`config.mk`:
```
export PLATFORM = sky130hd
export DESIGN_NAME = hstd_front
export DESIGN_NICKNAME = d
export VERILOG_FILES = /design/src/rtl/core/hstd_pkg.sv /design/src/rtl/core/hstd_front.sv
export SDC_FILE = /design/constraint.sdc
export NUM_CORES = 2
export LEC_CHECK = 0
export BUFFER_PORTS_ARGS = -buffer_cell sky130_fd_sc_hd__buf_2
export CAP_MARGIN = 0
export CORE_AREA = 2 2 337 422
export DETAILED_ROUTE_END_ITERATION = 6
export DIE_AREA = 0 0 339 424
export PLACE_DENSITY = 0.69
export SETUP_SLACK_MARGIN = 0.05
export SYNTH_ARGS = -nofsm -noshare
export SYNTH_HDL_FRONTEND = slang
export SYNTH_SLANG_ARGS = --single-unit
```
`constraint.sdc`:
```
create_clock -name clk -period 25.6 [get_ports clk]
set_input_delay 1.28 -clock clk [delete_from_list [all_inputs] [get_ports clk]]
set_output_delay 1.28 -clock clk [all_outputs]
set_load 0.01 [all_outputs]
```
`src/rtl/core/hstd_pkg.sv`:
```
// ----------------------------------------------------------------------------
// hstd_pkg
// Types and constants shared by the sponge damping block.
// ----------------------------------------------------------------------------
package hstd_pkg;

  localparam logic       OP_LOAD = 1'b0;
  localparam logic       OP_CELL = 1'b1;

  localparam logic [2:0] REG_DOMAIN_BOTTOM    = 3'd0;
  localparam logic [2:0] REG_CELL_HEIGHT      = 3'd1;
  localparam logic [2:0] REG_RAMP_BASE        = 3'd2;
  localparam logic [2:0] REG_INV_SPONGE_DEPTH = 3'd3;
  localparam logic [2:0] REG_TABLE_COUNT      = 3'd4;

  // ramp value for 1.0 in Q1.16
  localparam logic [16:0] RAMP_ONE = 17'h10000;

  typedef struct packed {
    logic signed [31:0] domain_bottom;
    logic        [30:0] cell_height;
    logic signed [31:0] ramp_base;
    logic        [30:0] inv_sponge_depth;
    logic        [6:0]  table_count;
  } hstd_cfg_t;

  // word passed from front to back
  typedef struct packed {
    logic               op;
    logic        [5:0]  entry_index;
    logic signed [31:0] entry_height;
    logic signed [31:0] entry_temperature;
    logic signed [48:0] z;
    logic        [16:0] ramp;
    logic signed [31:0] temp;
    logic signed [31:0] src;
  } hstd_work_t;

endpackage

```
`src/rtl/core/hstd_front.sv`:
```
// ----------------------------------------------------------------------------
// hstd_front
// Takes input words, forms cell height and sponge ramp for cell words.
// ----------------------------------------------------------------------------
module hstd_front import hstd_pkg::*; (
  input  logic               clk,
  input  logic               rst_n,
  input  logic               in_push,
  output logic               in_full,
  input  logic               in_op,
  input  logic        [5:0]  in_entry_index,
  input  logic signed [31:0] in_entry_height,
  input  logic signed [31:0] in_entry_temperature,
  input  logic        [15:0] in_cell_level,
  input  logic signed [31:0] in_cell_temperature,
  input  logic signed [31:0] in_source_in,
  input  hstd_cfg_t          cfg,
  output logic               q_push,
  output hstd_work_t         q_data,
  input  logic               q_full
);

  typedef enum logic [4:0] {
    F_IDLE = 5'b00001,
    F_MULZ = 5'b00010,
    F_ZSUM = 5'b00100,
    F_MULR = 5'b01000,
    F_PUSH = 5'b10000
  } fstate_t;

  fstate_t            st_r, st_nxt;
  logic               op_r;
  logic        [5:0]  idx_r;
  logic signed [31:0] eh_r, et_r, temp_r, src_r;
  logic        [15:0] lvl_r;
  logic        [46:0] kh_r;
  logic signed [48:0] z_r;
  logic        [62:0] prod_r;
  logic               neg_r, big_r;
  logic signed [49:0] d;
  logic        [46:0] rq;
  logic        [16:0] ramp;

  assign in_full = (st_r != F_IDLE);
  assign q_push  = (st_r == F_PUSH);
  assign d       = 50'(z_r) - 50'(cfg.ramp_base);
  assign rq      = prod_r[62:16];

  always_comb begin
    if (neg_r) begin
      ramp = '0;
    end else if (big_r) begin
      ramp = (cfg.inv_sponge_depth != '0) ? RAMP_ONE : '0;
    end else if (rq > 47'(RAMP_ONE)) begin
      ramp = RAMP_ONE;
    end else begin
      ramp = rq[16:0];
    end
  end

  always_comb begin
    q_data.op                = op_r;
    q_data.entry_index       = idx_r;
    q_data.entry_height      = eh_r;
    q_data.entry_temperature = et_r;
    q_data.z                 = z_r;
    q_data.ramp              = ramp;
    q_data.temp              = temp_r;
    q_data.src               = src_r;
  end

  always_comb begin
    st_nxt = st_r;
    case (st_r)
      F_IDLE: begin
        if (in_push) begin
          st_nxt = (in_op == OP_CELL) ? F_MULZ : F_PUSH;
        end
      end
      F_MULZ: st_nxt = F_ZSUM;
      F_ZSUM: st_nxt = F_MULR;
      F_MULR: st_nxt = F_PUSH;
      F_PUSH: begin
        if (!q_full) begin
          st_nxt = F_IDLE;
        end
      end
      default: st_nxt = F_IDLE;
    endcase
  end

  always_ff @(posedge clk) begin
    if (!rst_n) begin
      st_r <= F_IDLE;
    end else begin
      st_r <= st_nxt;
    end
  end

  always_ff @(posedge clk) begin
    if (st_r == F_IDLE && in_push) begin
      op_r   <= in_op;
      idx_r  <= in_entry_index;
      eh_r   <= in_entry_height;
      et_r   <= in_entry_temperature;
      lvl_r  <= in_cell_level;
      temp_r <= in_cell_temperature;
      src_r  <= in_source_in;
      // load words carry no ramp
      neg_r  <= 1'b1;
      big_r  <= 1'b0;
    end
    if (st_r == F_MULZ) begin
      kh_r <= 47'(lvl_r) * 47'(cfg.cell_height);
    end
    if (st_r == F_ZSUM) begin
      z_r <= 49'(cfg.domain_bottom) + 49'(kh_r) + 49'(cfg.cell_height[30:1]);
    end
    if (st_r == F_MULR) begin
      neg_r  <= d[49] || (d == '0);
      big_r  <= !d[49] && (|d[49:32]);
      prod_r <= 63'(d[31:0]) * 63'(cfg.inv_sponge_depth);
    end
  end

endmodule

```
==> results.sh <==
export IMPL_hold_buffers=0
export IMPL_ctsLongestPathBuffers=3
export IMPL_synth_avg_cell_area_sq_um=9.63
export IMPL_synthCells=6478
export IMPL_coreArea_sq_um=140000
export IMPL_cts_buffers=38
export IMPL_ys_seq_elements=301
export IMPL_maxClockFrequency_mhz=84.7
export IMPL_yosysWarnings=0
export IMPL_tns_ns=0
export IMPL_wl_met1_microns=65300
export IMPL_die_h_microns=424
export IMPL_dp_hpwl_microns=139000
export IMPL_syn_nets=8552
export IMPL_grt_use_total_pct=25.5
export IMPL_drive_gt1_share_pct=9.80
export IMPL_postLayoutCoreUtil_pct=48.6
export IMPL_nNetsFinal=8828
export IMPL_r2r_slack_ns=14.12
export IMPL_root_buffer="clkbuf_16"
export IMPL_slowest_stage="o31ai_1"
export IMPL_maxSlewViolCount=0
export IMPL_clk_latency_ns=0.63
export IMPL_finalHoldViolCount=0
export IMPL_grt_max_degree=86
export IMPL_seq_area_frac_synth_pct=14.4
export IMPL_reg2reg_depth=35
export IMPL_cpMostUsedCell="fa_1"
export IMPL_ctsHtreeMaxLevel=2
export IMPL_startpoint_type="input port"
export IMPL_drt_iter0_drc=2869
export IMPL_via_per_inst=5.43
export IMPL_ctsResizeCount=0
export IMPL_gp_congestion=0.936
export IMPL_drtPass1Iterations=5
export IMPL_status="finished, final reports clean"
export IMPL_skew_ns=0.0478
export IMPL_gr_total_overflow=0
export IMPL_finalSetupViolCount=0
export IMPL_startpoint="cfg[40]"
export IMPL_tightest_slew_ns=1.29
export IMPL_critPathMaxFanout=32
export IMPL_synthFlopType="edfxtp_1"
export IMPL_grt_pass1_wl_microns=284000
export IMPL_top_layer="met5"
export IMPL_dieArea_sq_um=144000
export IMPL_rr_endpoint="prod_r[56]"
export IMPL_wl_met2_microns=91900
export IMPL_dpl_cell_count=8586
export IMPL_final_min_clock_period_ns=11.81
export IMPL_hold_path_class="register to register"
export IMPL_port_buffers=483
export IMPL_clkSinkCount=301
export IMPL_async_flop_share_pct=0
export IMPL_crit_required_ns=25.93
export IMPL_postCtsSetupBuffers=0
export IMPL_synth_area_sq_um=62400
export IMPL_synth_edff_count=296
export IMPL_io_pins=491
export IMPL_area_growth_pct=9.05
export IMPL_grt_pass1_vias=51300
export IMPL_wl_microns=181000
export IMPL_min_period_over_period_pct=46.1
export IMPL_wl_met3_microns=13800
export IMPL_slowest_delay_ns=0.58
export IMPL_core_rowCount=154
export IMPL_wl_per_cell_microns=20.8
export IMPL_final_common_cell="inv_1"
export IMPL_die_w_microns=339
export IMPL_slew_headroom_pct=14.1
export IMPL_num_vias=47100
export IMPL_ant_nets=0
export IMPL_drc=0
export IMPL_layout_cells_non_filler=8666
export IMPL_end_kind="register"
export IMPL_rsz0062_at_grt="no"
export IMPL_antenna_found_initial=28
export IMPL_most_common_layout_cells="inv_1 (1340), fa_1 (1301), nand2_1 (970)"
export IMPL_arrival_ns=12.14
export IMPL_maxCapViolations=0
export IMPL_endpoint="prod_r[56]"
export IMPL_crit_type="input port to register"
export IMPL_start_util_pct=44.5
export IMPL_synth_distinct_cells=77
export IMPL_r2r_start="z_r[2]"
export IMPL_clkTransAtPathRegs_ns=0.06
export IMPL_cts_tree="yes"
==> worst max-delay path, delay by kind of cell <==
| kind | cells | cell delay [ns] |
|---|---|---|
| adder cells (fa/ha/maj) | 10 | 4.62 |
| AND/OR/NAND/NOR | 6 | 1.32 |
| XOR/XNOR | 2 | 0.28 |
| buffers and inverters | 7 | 0.76 |
| AO/OA/AOI/OAI | 12 | 3.85 |
==> how the worst min path moves through the flow <==
| stage | start | endpoint | slack, ns | cells past startpoint |
|---|---|---|---|---|
| floorplan | lvl_r[0] | kh_r[0] | 0.57 | 1 |
| detailed placement | st_r[2] | st_r[4] | 0.65 | 3 |
| global route | st_r[2] | st_r[4] | 0.73 | 3 |
| global placement | st_r[2] | st_r[4] | 0.64 | 3 |
| finish | st_r[2] | st_r[4] | 0.65 | 3 |
| CTS | st_r[2] | st_r[4] | 0.68 | 3 |
==> flip-flops by register name (all words and copies together), names as in the netlist, 5 cells and up <==
register  flops
z_r          49
kh_r         47
prod_r       47
eh_r         32
et_r         32
src_r        32
temp_r       32
lvl_r        16
idx_r         6
st_r          5
==> metal layers <==
metal	vias to the layer above	track usage (%)
li1	20300	-
met1	24100	29.7
met2	2037	45.4
met3	618	4.66
met4	26	12.1
met5	-	0
==> Yosys cell counts (36+ instances only) <==
library cell / n / area share [%]
a21o_1: 95 / 1.1
nand2b_1: 53 / 0.53
ha_1: 485 / 9.7
edfxtp_1: 296 / 14
o21ai_0: 84 / 0.67
fa_1: 1301 / 42
a21oi_1: 192 / 1.5
nor2_1: 92 / 0.55
nand4_1: 37 / 0.37
xor2_1: 54 / 0.76
nor3_1: 36 / 0.29
nand2_1: 970 / 5.8
inv_1: 1341 / 8.1
and2_1: 591 / 5.9
nor2b_1: 63 / 0.63
clkbuf_1: 305 / 1.8
xnor2_1: 113 / 1.6
==> area by class of cell <==
class | count | area, sq um
antenna | 11 | 27.5
clock buffer | 45 | 987
clock inverter | 24 | 334
fill | 13000 | 72100
inverter | 1341 | 5040
multi-input combinational | 4529 | 47400
sequential | 301 | 8990
tap | 1872 | 2340
timing repair buffer | 543 | 2870
==> per-stage QoR <==
stage / hold WS (ns) / setup slack (ns) / instance area [sq um]
global placement: 0.644 / 13.23 / 66700
floorplan: 0.570 / 15.19 / 62400
CTS: 0.679 / 13.85 / 68000
finish: 0.650 / 13.79 / 68000
detailed placement: 0.647 / 13.17 / 66700
global route: 0.730 / 13.30 / 68000
==> kinds of logic (layout without fill, tap and decap cells) <==
kind of cell             Yosys count  count (layout)  share of synthesized area [%]
AO/OA/AOI/OAI                    598             598                           6.28
flip-flops                       301             301                           14.4
AND/OR/NAND/NOR                 1975            1975                           15.5
XOR/XNOR                         167             167                           2.34
adder cells (fa/ha/maj)         1786            1786                           51.5
buffers and inverters           1648            1953                           9.92
multiplexers                       3               3                         0.0481
other                              0              11                              0
Power is not shown: default switching activity piles up to over one toggle a cycle in this logic, so the estimate is an artifact.
