[src/rtl/core/hstd_fifo.sv]
// ----------------------------------------------------------------------------
// hstd_fifo
// Two-entry queue between front and back.
// ----------------------------------------------------------------------------
module hstd_fifo #(
  parameter int WIDTH = 8
) (
  input  logic             clk,
  input  logic             rst_n,
  input  logic             push,
  input  logic [WIDTH-1:0] wdata,
  output logic             full,
  input  logic             pop,
  output logic [WIDTH-1:0] rdata,
  output logic             empty
);

  logic [WIDTH-1:0] buf_r [2];
  logic             wp_r, rp_r;
  logic [1:0]       cnt_r;
  logic             do_push, do_pop;

  assign full    = (cnt_r == 2'd2);
  assign empty   = (cnt_r == 2'd0);
  assign do_push = push && !full;
  assign do_pop  = pop && !empty;
  assign rdata   = buf_r[rp_r];

  always_ff @(posedge clk) begin
    if (do_push) begin
      buf_r[wp_r] <= wdata;
    end
  end

  always_ff @(posedge clk) begin
    if (!rst_n) begin
      wp_r  <= 1'b0;
      rp_r  <= 1'b0;
      cnt_r <= 2'd0;
    end else begin
      if (do_push) begin
        wp_r <= !wp_r;
      end
      if (do_pop) begin
        rp_r <= !rp_r;
      end
      cnt_r <= cnt_r + {1'b0, do_push} - {1'b0, do_pop};
    end
  end

endmodule

[config.mk]
export PLATFORM = sky130hd
export DESIGN_NAME = hstd_fifo
export DESIGN_NICKNAME = d
export VERILOG_FILES = /design/src/rtl/core/hstd_fifo.sv
export SDC_FILE = /design/constraint.sdc
export NUM_CORES = 1
export LEC_CHECK = 0
export ABC_AREA = 1
export BUFFER_PORTS_ARGS = -buffer_cell sky130_fd_sc_hd__buf_4
export CAP_MARGIN = 40
export CORE_AREA = 2 2 50 52
export DETAILED_ROUTE_END_ITERATION = 6
export DIE_AREA = 0 0 52 54
export PLACE_DENSITY = 0.6
export SKIP_CTS_REPAIR_TIMING = 1
export SLEW_MARGIN = 20
export SYNTH_ARGS = -nofsm -noshare
export SYNTH_HDL_FRONTEND = slang
export SYNTH_SLANG_ARGS = --single-unit
export TNS_END_PERCENT = 30
[constraint.sdc]
create_clock -name clk -period 1.74 [get_ports clk]
set_input_delay 0.174 -clock clk [delete_from_list [all_inputs] [get_ports clk]]
set_output_delay 0.174 -clock clk [all_outputs]
set_load 0.005 [all_outputs]
==> flow_metrics.env, run 1 <==
export IMPL_final_antenna_net_count=0
export IMPL_max_cap_viol_count=0
export IMPL_slew_headroom=0.667
export IMPL_cpPeakStageDelay_ns=0.64
export IMPL_first_iter_violations=3
export IMPL_syn_avg_cell_area_sq_um=13.7
export IMPL_start_util=0.373
export IMPL_yosys_warnings=0
export IMPL_status="finished clean"
export IMPL_core_rowCount=18
export IMPL_finalPower_mw=1.41
export IMPL_power_frac_comb=0.343
export IMPL_met1_usage=0.110
export IMPL_timing_critical_path_cells="mux2_4 > buf_4"
export IMPL_cts_buffer_depth=2
export IMPL_worst_path_max_fanout=8
export IMPL_gr_usage_met2=0.162
export IMPL_hold_path_endpoint="buf_r[0][7]"
export IMPL_die_area_sq_um=2810
export IMPL_insertion_delay_ns=0.28
export IMPL_yosys_top_cells_area="edfxtp_1, mux2_4, dfxtp_1"
export IMPL_synth_edf_count=16
export IMPL_syn_nets=77
export IMPL_drc=0
export IMPL_antenna_found_initial=0
export IMPL_vias=504
export IMPL_ir_drop_mv=0.681
export IMPL_cts_buffers_inserted=3
export IMPL_hold_path_class="primary input to flip-flop"
export IMPL_timing_hold_ws_ns=0.0689
export IMPL_rr_startpoint="cnt_r[0]"
export IMPL_io_buffers=21
export IMPL_synthToLayoutAreaGrowth_pct=25.2
export IMPL_cp_required_ns=1.57
export IMPL_drv_slew=0
export IMPL_grt_setup_unrepaired="false"
export IMPL_worstHoldStart="wdata[7]"
export IMPL_die_width_um=52
export IMPL_cts_root_buf="clkbuf_4"
export IMPL_async_flop_share=0
export IMPL_hold_depth=1
export IMPL_grt_pass1_vias=484
export IMPL_tightestPinTransition_ns=0.499
export IMPL_intPower_mw=1.01
export IMPL_ys_types=11
export IMPL_ys_top_cells_by_count="edfxtp_1, inv_1, nand2_1"
export IMPL_diodes=0
export IMPL_path_delay_family="flip-flops"
export IMPL_finClkSkew_ns=0.00205
export IMPL_synth_seq_area_share=0.671
export IMPL_grt_pass1_wl_um=1950
export IMPL_viasPerCell=4.27
export IMPL_final_nets=103
export IMPL_pwr_share_clk=0.149
export IMPL_synth_top_cell_area_share=0.556
export IMPL_place_congestion=0.653
export IMPL_clk_pin_slew_ns=0.10
export IMPL_rrSetupSlack_ns=0.19
export IMPL_slowest_stage="dfxtp_1"
export IMPL_fmax_ghz=0.632
export IMPL_synthesis_instances=63
export IMPL_power_density_nw_per_um2=1300
export IMPL_ios=22
export IMPL_swShare=0.278
export IMPL_grt_use_met3=0.0333
export IMPL_grt_use_total=0.0976
export IMPL_tns_ns=0
export IMPL_cts_tree="done"
export IMPL_cts_max_level=1
export IMPL_final_core_util=0.467
export IMPL_arrival_ns=1.41
export IMPL_crit_path_start_kind="flip-flop"
export IMPL_cp_num_buf_inv=1
export IMPL_wire_per_inst_um=9.89
export IMPL_clock_sinks=21
export IMPL_routed_wl_um=1170
export IMPL_regToRegEndpoint="cnt_r[1]"
export IMPL_leakagePower_nw=0.480
export IMPL_period_share=0.909
export IMPL_seqPwrFrac=0.508
export IMPL_layout_min_cycle_time_ns=1.58
export IMPL_yosysTopAreaCell="edfxtp_1"
export IMPL_yosysMostFrequentCell="edfxtp_1"
export IMPL_crit_path_end_kind="output pin"
export IMPL_power_switching_mw=0.391
export IMPL_synthFlopType="edfxtp_1"
export IMPL_grt_ovfl_total=0
export IMPL_drt_pass1_iterations=3
export IMPL_setup_violations=0
export IMPL_die_y_um=54
export IMPL_grt_max_degree=12
export IMPL_synth_area_sq_um=865
export IMPL_dpl_hpwl_um=909
export IMPL_r2r_cells=10
export IMPL_busiest_layer="met2"
export IMPL_drive_gt1_frac=0.398
export IMPL_synth_seq_cells=21
export IMPL_core_sq_um=2320
export IMPL_hold_viol=0
export IMPL_crit_type="flip-flop to output pin"
[cells by family after synthesis]
| group | synth area share |
|---|---|
| AO/OA/AOI/OAI | 0.0116 |
| flip-flops | 0.671 |
| buffers and inverters | 0.0521 |
| multiplexers | 0.139 |
| AND/OR/NAND/NOR | 0.0969 |
| adder cells (fa/ha/maj) | 0.0289 |
[per-layer routing]
metal	wire length, um	share of wire
met1	522	0.45
met2	554	0.47
met3	91	0.078
met4	0	0
met5	0	0
[worst max-delay path by stage]
stage / from / end / slack [ns] / cells after the start
3_5_place_dp: cnt_r[0] / cnt_r[1] / 0.19 / 10
4_1_cts: flip-flop / rdata[3] / 0.11 / 2
5_1_grt: cnt_r[0] / cnt_r[1] / 0.01 / 10
6_report: flip-flop / rdata[3] / 0.16 / 2
3_3_place_gp: cnt_r[0] / cnt_r[1] / 0.25 / 10
2_1_floorplan: cnt_r[0] / cnt_r[1] / 0.31 / 10
[power groups by stage]
stage	Sequential [mW]	Combinational, mW	Clock (mW)
after global routing	0.728	0.555	0.242
after global placement	0.726	0.485	0
after CTS	0.719	0.492	0.223
final	0.714	0.482	0.210
after detailed placement	0.729	0.490	0
after floorplan	0.690	0.335	0
[sequential cells by signal, indices dropped and copies added, names as in the netlist, named ones only]
name,flops
cnt_r,2
wp_r,1
rp_r,1
buf_r,16
[metrics by stage]
stage	area (sq um)	instances	worst slack, ns
after global routing	1080	118	0.0132
after global placement	1060	114	0.252
after floorplan	865	63	0.312
final	1080	118	0.158
after detailed placement	1060	114	0.188
after CTS	1080	118	0.111
[area by class of cell]
class | count | area [sq um]
multi-input cells | 32 | 239
clock buffers | 4 | 26.3
flip-flops and latches | 21 | 581
inverters | 9 | 33.8
well taps | 30 | 37.5
fillers | 216 | 1240
repair buffers | 22 | 165
[placed cells by master (no fill, tap or decap), drive strengths merged]
| master | instances |
|---|---|
| dfxtp | 5 |
| edfxtp | 16 |
| inv | 9 |
| a21oi | 2 |
| nand3 | 3 |
| ha | 2 |
| mux2 | 8 |
| nor2 | 8 |
| nand2 | 9 |
| buf | 22 |
| clkbuf | 4 |
Power figures use the tool's default switching activity.
==> run 2, diff against run 1 <==
--- a/config.mk
+++ b/config.mk
@@ -9,6 +9,7 @@
 export BUFFER_PORTS_ARGS = -buffer_cell sky130_fd_sc_hd__buf_4
 export CAP_MARGIN = 40
 export CORE_AREA = 2 2 50 52
+export CTS_BUF_LIST = sky130_fd_sc_hd__clkbuf_2 sky130_fd_sc_hd__clkbuf_4 sky130_fd_sc_hd__clkbuf_8
 export DETAILED_ROUTE_END_ITERATION = 6
 export DIE_AREA = 0 0 52 54
 export PLACE_DENSITY = 0.6
==> run 2 against run 1 <==
Net effect:
- power up 1.2%
- sequential cell count stayed put
- clock-buffer cell count unchanged
- sequential power is essentially flat
- largest power group unchanged
- die area stayed put
- worst setup slack unchanged
- global-route usage fell by 0.054 points
- first-iteration DRC count unchanged
- via count fell by 0.79%
- wire length is 0.94% lower
- critical path type unchanged
- cell count is the same
- non-clock buffer count is the same
==> flow_metrics.env, run 2 (synthesis gave the netlist of run 1 again) <==
export IMPL_status="finished clean"
export IMPL_period_share=0.909
export IMPL_die_y_um=54
export IMPL_first_iter_violations=3
export IMPL_arrival_ns=1.41
export IMPL_core_rowCount=18
export IMPL_diodes=0
export IMPL_slew_headroom=0.666
export IMPL_insertion_delay_ns=0.28
export IMPL_dp_cells=114
export IMPL_die_width_um=52
export IMPL_drc=0
export IMPL_finClkSkew_ns=0.00122
export IMPL_grt_pass1_wl_um=1940
export IMPL_layout_min_cycle_time_ns=1.58
export IMPL_start_util=0.373
export IMPL_power_density_nw_per_um2=1310
export IMPL_clk_pin_slew_ns=0.10
export IMPL_hold_path_class="primary input to flip-flop"
export IMPL_cts_buffer_depth=2
export IMPL_cts_max_level=1
export IMPL_drv_slew=0
export IMPL_grt_setup_unrepaired="false"
export IMPL_grt_ovfl_total=0
export IMPL_wire_per_inst_um=9.80
export IMPL_crit_path_end_kind="output pin"
export IMPL_final_core_util=0.468
export IMPL_cts_buffers_inserted=3
export IMPL_die_area_sq_um=2810
export IMPL_place_congestion=0.653
export IMPL_cts_tree="done"
export IMPL_dpl_hpwl_um=909
export IMPL_crit_path_start_kind="flip-flop"
export IMPL_slowest_stage="dfxtp_1"
export IMPL_viasPerCell=4.24
export IMPL_max_cap_viol_count=0
export IMPL_grt_max_degree=12
export IMPL_tns_ns=0
export IMPL_timing_hold_ws_ns=0.0668
export IMPL_drive_gt1_frac=0.409
export IMPL_finalPower_mw=1.42
export IMPL_hold_viol=0
export IMPL_largest_reg_flops=16
export IMPL_final_antenna_net_count=0
export IMPL_io_buffers=21
export IMPL_reg_top3="buf_r (16), cnt_r (2)"
export IMPL_tightestPinTransition_ns=0.500
export IMPL_leakagePower_nw=0.483
export IMPL_grt_use_total=0.0970
export IMPL_setup_violations=0
export IMPL_synthToLayoutAreaGrowth_pct=25.6
export IMPL_layout_common_cells="buf_4, edfxtp_1, inv_1, nand2_1, mux2_4"
export IMPL_timing_critical_path_cells="mux2_4 > buf_4"
export IMPL_cts_root_buf="clkbuf_4"
export IMPL_grt_pass1_vias=477
export IMPL_clock_sinks=21
export IMPL_antenna_found_initial=0
export IMPL_final_nets=103
export IMPL_cpPeakStageDelay_ns=0.65
export IMPL_core_sq_um=2320
export IMPL_final_common_cell="buf_4"
export IMPL_final_cells=118
export IMPL_worst_path_max_fanout=8
export IMPL_regMostFlops="buf_r"
export IMPL_cp_required_ns=1.57
export IMPL_ios=22
export IMPL_vias=500
export IMPL_crit_type="flip-flop to output pin"
export IMPL_ir_drop_mv=0.681
export IMPL_drt_pass1_iterations=3
export IMPL_routed_wl_um=1160
export IMPL_fmax_ghz=0.632
==> run 2: cell types whose count changed in the layout (fill, tap and decap cells not counted) <==
cell | previous run | this run
clkbuf_1 | 1 | 0
clkbuf_4 | 3 | 4
==> run 2: per-stage QoR <==
| step | setup slack (ns) | instance area (sq um) |
|---|---|---|
| 6_report | 0.158 | 1090 |
| 2_1_floorplan | 0.312 | 865 |
| 4_1_cts | 0.111 | 1090 |
| 5_1_grt | 0.0235 | 1090 |
| 3_3_place_gp | 0.252 | 1060 |
| 3_5_place_dp | 0.188 | 1060 |
==> run 2: path summary, 6_finish.rpt <==
kind	slack, ns	depth (start not counted)	to	from
max	0.16	2	rdata[3]	flip-flop
min	0.07	1	buf_r[1][5]	wdata[5]
max reg2reg	0.20	10	cnt_r[1]	cnt_r[0]
min reg2reg	0.51	2	rp_r	rp_r
==> run 2: area by class of cell <==
class | count | area (sq um)
sequential | 21 | 581
inverter | 9 | 33.8
timing repair buffer | 22 | 165
fill | 218 | 1230
clock buffer | 4 | 30.0
multi-input combinational | 32 | 239
tap | 30 | 37.5
==> run 2: layer usage <==
layer / wire [um] / vias up / track usage
met5: 0 / - / 0
met4: 0 / 0 / 0.0526
met3: 86 / 0 / 0.0333
met2: 543 / 16 / 0.158
met1: 526 / 222 / 0.112
li1: - / 262 / -
==> run 2: report_power, final <==
group | switching [mW] | internal (mW) | leakage [nW]
combinational | 0.200 | 0.281 | 0.274
sequential | 0.0691 | 0.645 | 0.191
clock | 0.123 | 0.105 | 0.0184
total | 0.392 | 1.03 | 0.483
==> run 2: worst max-delay path, delay by kind of cell (launching register included) <==
family | cells | cell delay (ns)
mux | 1 | 0.34
flops | 1 | 0.65
buf+inv | 1 | 0.13
==> run 3, diff against run 2 <==
--- a/config.mk
+++ b/config.mk
@@ -6,13 +6,13 @@
 export NUM_CORES = 1
 export LEC_CHECK = 0
 export ABC_AREA = 1
-export BUFFER_PORTS_ARGS = -buffer_cell sky130_fd_sc_hd__buf_4
 export CAP_MARGIN = 40
 export CORE_AREA = 2 2 50 52
 export CTS_BUF_LIST = sky130_fd_sc_hd__clkbuf_2 sky130_fd_sc_hd__clkbuf_4 sky130_fd_sc_hd__clkbuf_8
 export DETAILED_ROUTE_END_ITERATION = 6
 export DIE_AREA = 0 0 52 54
-export PLACE_DENSITY = 0.6
+export DONT_BUFFER_PORTS = 1
+export PLACE_DENSITY = 0.52
 export SKIP_CTS_REPAIR_TIMING = 1
 export SLEW_MARGIN = 20
 export SYNTH_ARGS = -nofsm -noshare
==> run 3 against run 2 <==
Net effect:
- cell count is 10% lower
- wire length rose by 2.5%
- combinational power down 24%
- worst setup slack better by 0.035 ns
- non-clock buffer count is 12 lower
- largest power group unchanged
- highest routed layer is now met4
==> flow_metrics.env, run 3 (synthesis gave the netlist of run 1 again) <==
export IMPL_status="finished clean"
export IMPL_die_area_sq_um=2810
export IMPL_tns_ns=0
export IMPL_dpl_hpwl_um=840
export IMPL_drt_pass1_iterations=4
export IMPL_drive_gt1_frac=0.197
export IMPL_max_cap_viol_count=0
export IMPL_fill_cells=228
export IMPL_tightestPinTransition_ns=0.505
export IMPL_ir_drop_mv=0.738
export IMPL_finalPower_mw=1.31
export IMPL_viasPerCell=4.40
export IMPL_power_density_nw_per_um2=1290
export IMPL_layout_min_cycle_time_ns=1.55
export IMPL_drv_slew=0
export IMPL_layout_common_cells="edfxtp_1, inv_1, nand2_1, dlygate4sd3_1, mux2_4"
export IMPL_cts_root_buf="clkbuf_4"
export IMPL_cts_max_level=1
export IMPL_timing_critical_path_cells="inv_1 > nand2_1 > nand2_1 > ha_1 > inv_1 > ha_1 > inv_1 > nand2_1 > a21oi_1 > nor2_1"
export IMPL_crit_path_start_kind="flip-flop"
export IMPL_clock_sinks=21
export IMPL_cts_tree="done"
export IMPL_grt_use_total=0.0917
export IMPL_worst_path_max_fanout=4
export IMPL_dp_cells=93
export IMPL_insertion_delay_ns=0.29
export IMPL_final_common_cell="edfxtp_1"
export IMPL_fmax_ghz=0.646
export IMPL_first_iter_violations=9
export IMPL_grt_max_degree=12
export IMPL_finClkSkew_ns=0.00372
export IMPL_multi_input_area_sq_um=239
export IMPL_antenna_found_initial=0
export IMPL_seqCellArea_sq_um=581
export IMPL_grt_setup_unrepaired="false"
export IMPL_grt_pass1_wl_um=1750
export IMPL_period_share=0.889
export IMPL_hold_path_class="primary input to flip-flop"
export IMPL_crit_type="flip-flop to flip-flop"
export IMPL_core_rowCount=18
export IMPL_leakagePower_nw=0.419
export IMPL_die_y_um=54
export IMPL_cts_buffers_inserted=3
export IMPL_final_cells=106
export IMPL_diodes=0
export IMPL_arrival_ns=1.75
export IMPL_hold_viol=0
export IMPL_grt_pass1_vias=410
export IMPL_slowest_stage="dfxtp_1"
export IMPL_drc=0
export IMPL_ios=22
export IMPL_final_nets=91
export IMPL_setup_violations=0
export IMPL_vias=466
export IMPL_core_sq_um=2320
export IMPL_regMostFlops="buf_r"
export IMPL_crit_path_end_kind="flip-flop"
export IMPL_wire_per_inst_um=11.2
export IMPL_synthToLayoutAreaGrowth_pct=17.8
export IMPL_routed_wl_um=1190
export IMPL_slew_headroom=0.663
export IMPL_start_util=0.373
export IMPL_final_core_util=0.439
export IMPL_place_congestion=0.708
export IMPL_die_width_um=52
export IMPL_largest_reg_flops=16
export IMPL_cp_required_ns=1.94
export IMPL_clk_pin_slew_ns=0.11
export IMPL_grt_ovfl_total=0
export IMPL_io_buffers=0
export IMPL_cts_buffer_depth=2
export IMPL_reg_top3="buf_r (16), cnt_r (2)"
export IMPL_cpPeakStageDelay_ns=0.38
export IMPL_final_antenna_net_count=0
==> run 3: worst paths after layout <==
path / from / depth (start not counted) / slack (ns) / to
setup / recovery: cnt_r[0] / 10 / 0.19 / cnt_r[1]
hold / removal: rst_n / 2 / 0.01 / flip-flop
setup reg to reg: cnt_r[0] / 10 / 0.19 / cnt_r[1]
hold reg to reg: wp_r / 2 / 0.52 / wp_r
==> run 3: where the power goes <==
group | switching, mW | internal, mW | leakage [nW]
Sequential | 0.0674 | 0.644 | 0.191
Clock | 0.132 | 0.105 | 0.0184
Combinational | 0.180 | 0.185 | 0.210
==> run 3: worst max-delay path: cells and delay by family (launching register included) <==
family | cells | cell delay [ns]
adders and majority gates | 2 | 0.46
DFF | 1 | 0.38
and+or+nand+nor | 4 | 0.33
buffers and inverters | 3 | 0.16
AOI/OAI and AO/OA | 1 | 0.14
==> run 3: cell type report <==
type                       count  share of cell area
timing repair buffer          10              0.0958
clock buffer                   4              0.0295
sequential                    21               0.570
multi-input combinational     32               0.235
inverter                       9              0.0332
tap                           30              0.0369
==> run 3: stage by stage <==
step,instance area (sq um),setup WS [ns],hold slack (ns)
2_1_floorplan,865,0.312,0.267
3_3_place_gp,898,0.202,0.272
3_5_place_dp,898,0.196,0.273
4_1_cts,928,0.182,-0.0447
5_1_grt,1020,0.0196,0.0126
6_report,1020,0.193,0.0147
==> run 3: layer usage <==
| metal | wire length (um) | vias up | GRT usage |
|---|---|---|---|
| li1 | - | 238 | - |
| met1 | 479 | 211 | 0.0914 |
| met2 | 611 | 15 | 0.152 |
| met3 | 81 | 2 | 0.0333 |
| met4 | 12 | 0 | 0.0789 |
| met5 | 0 | - | 0 |
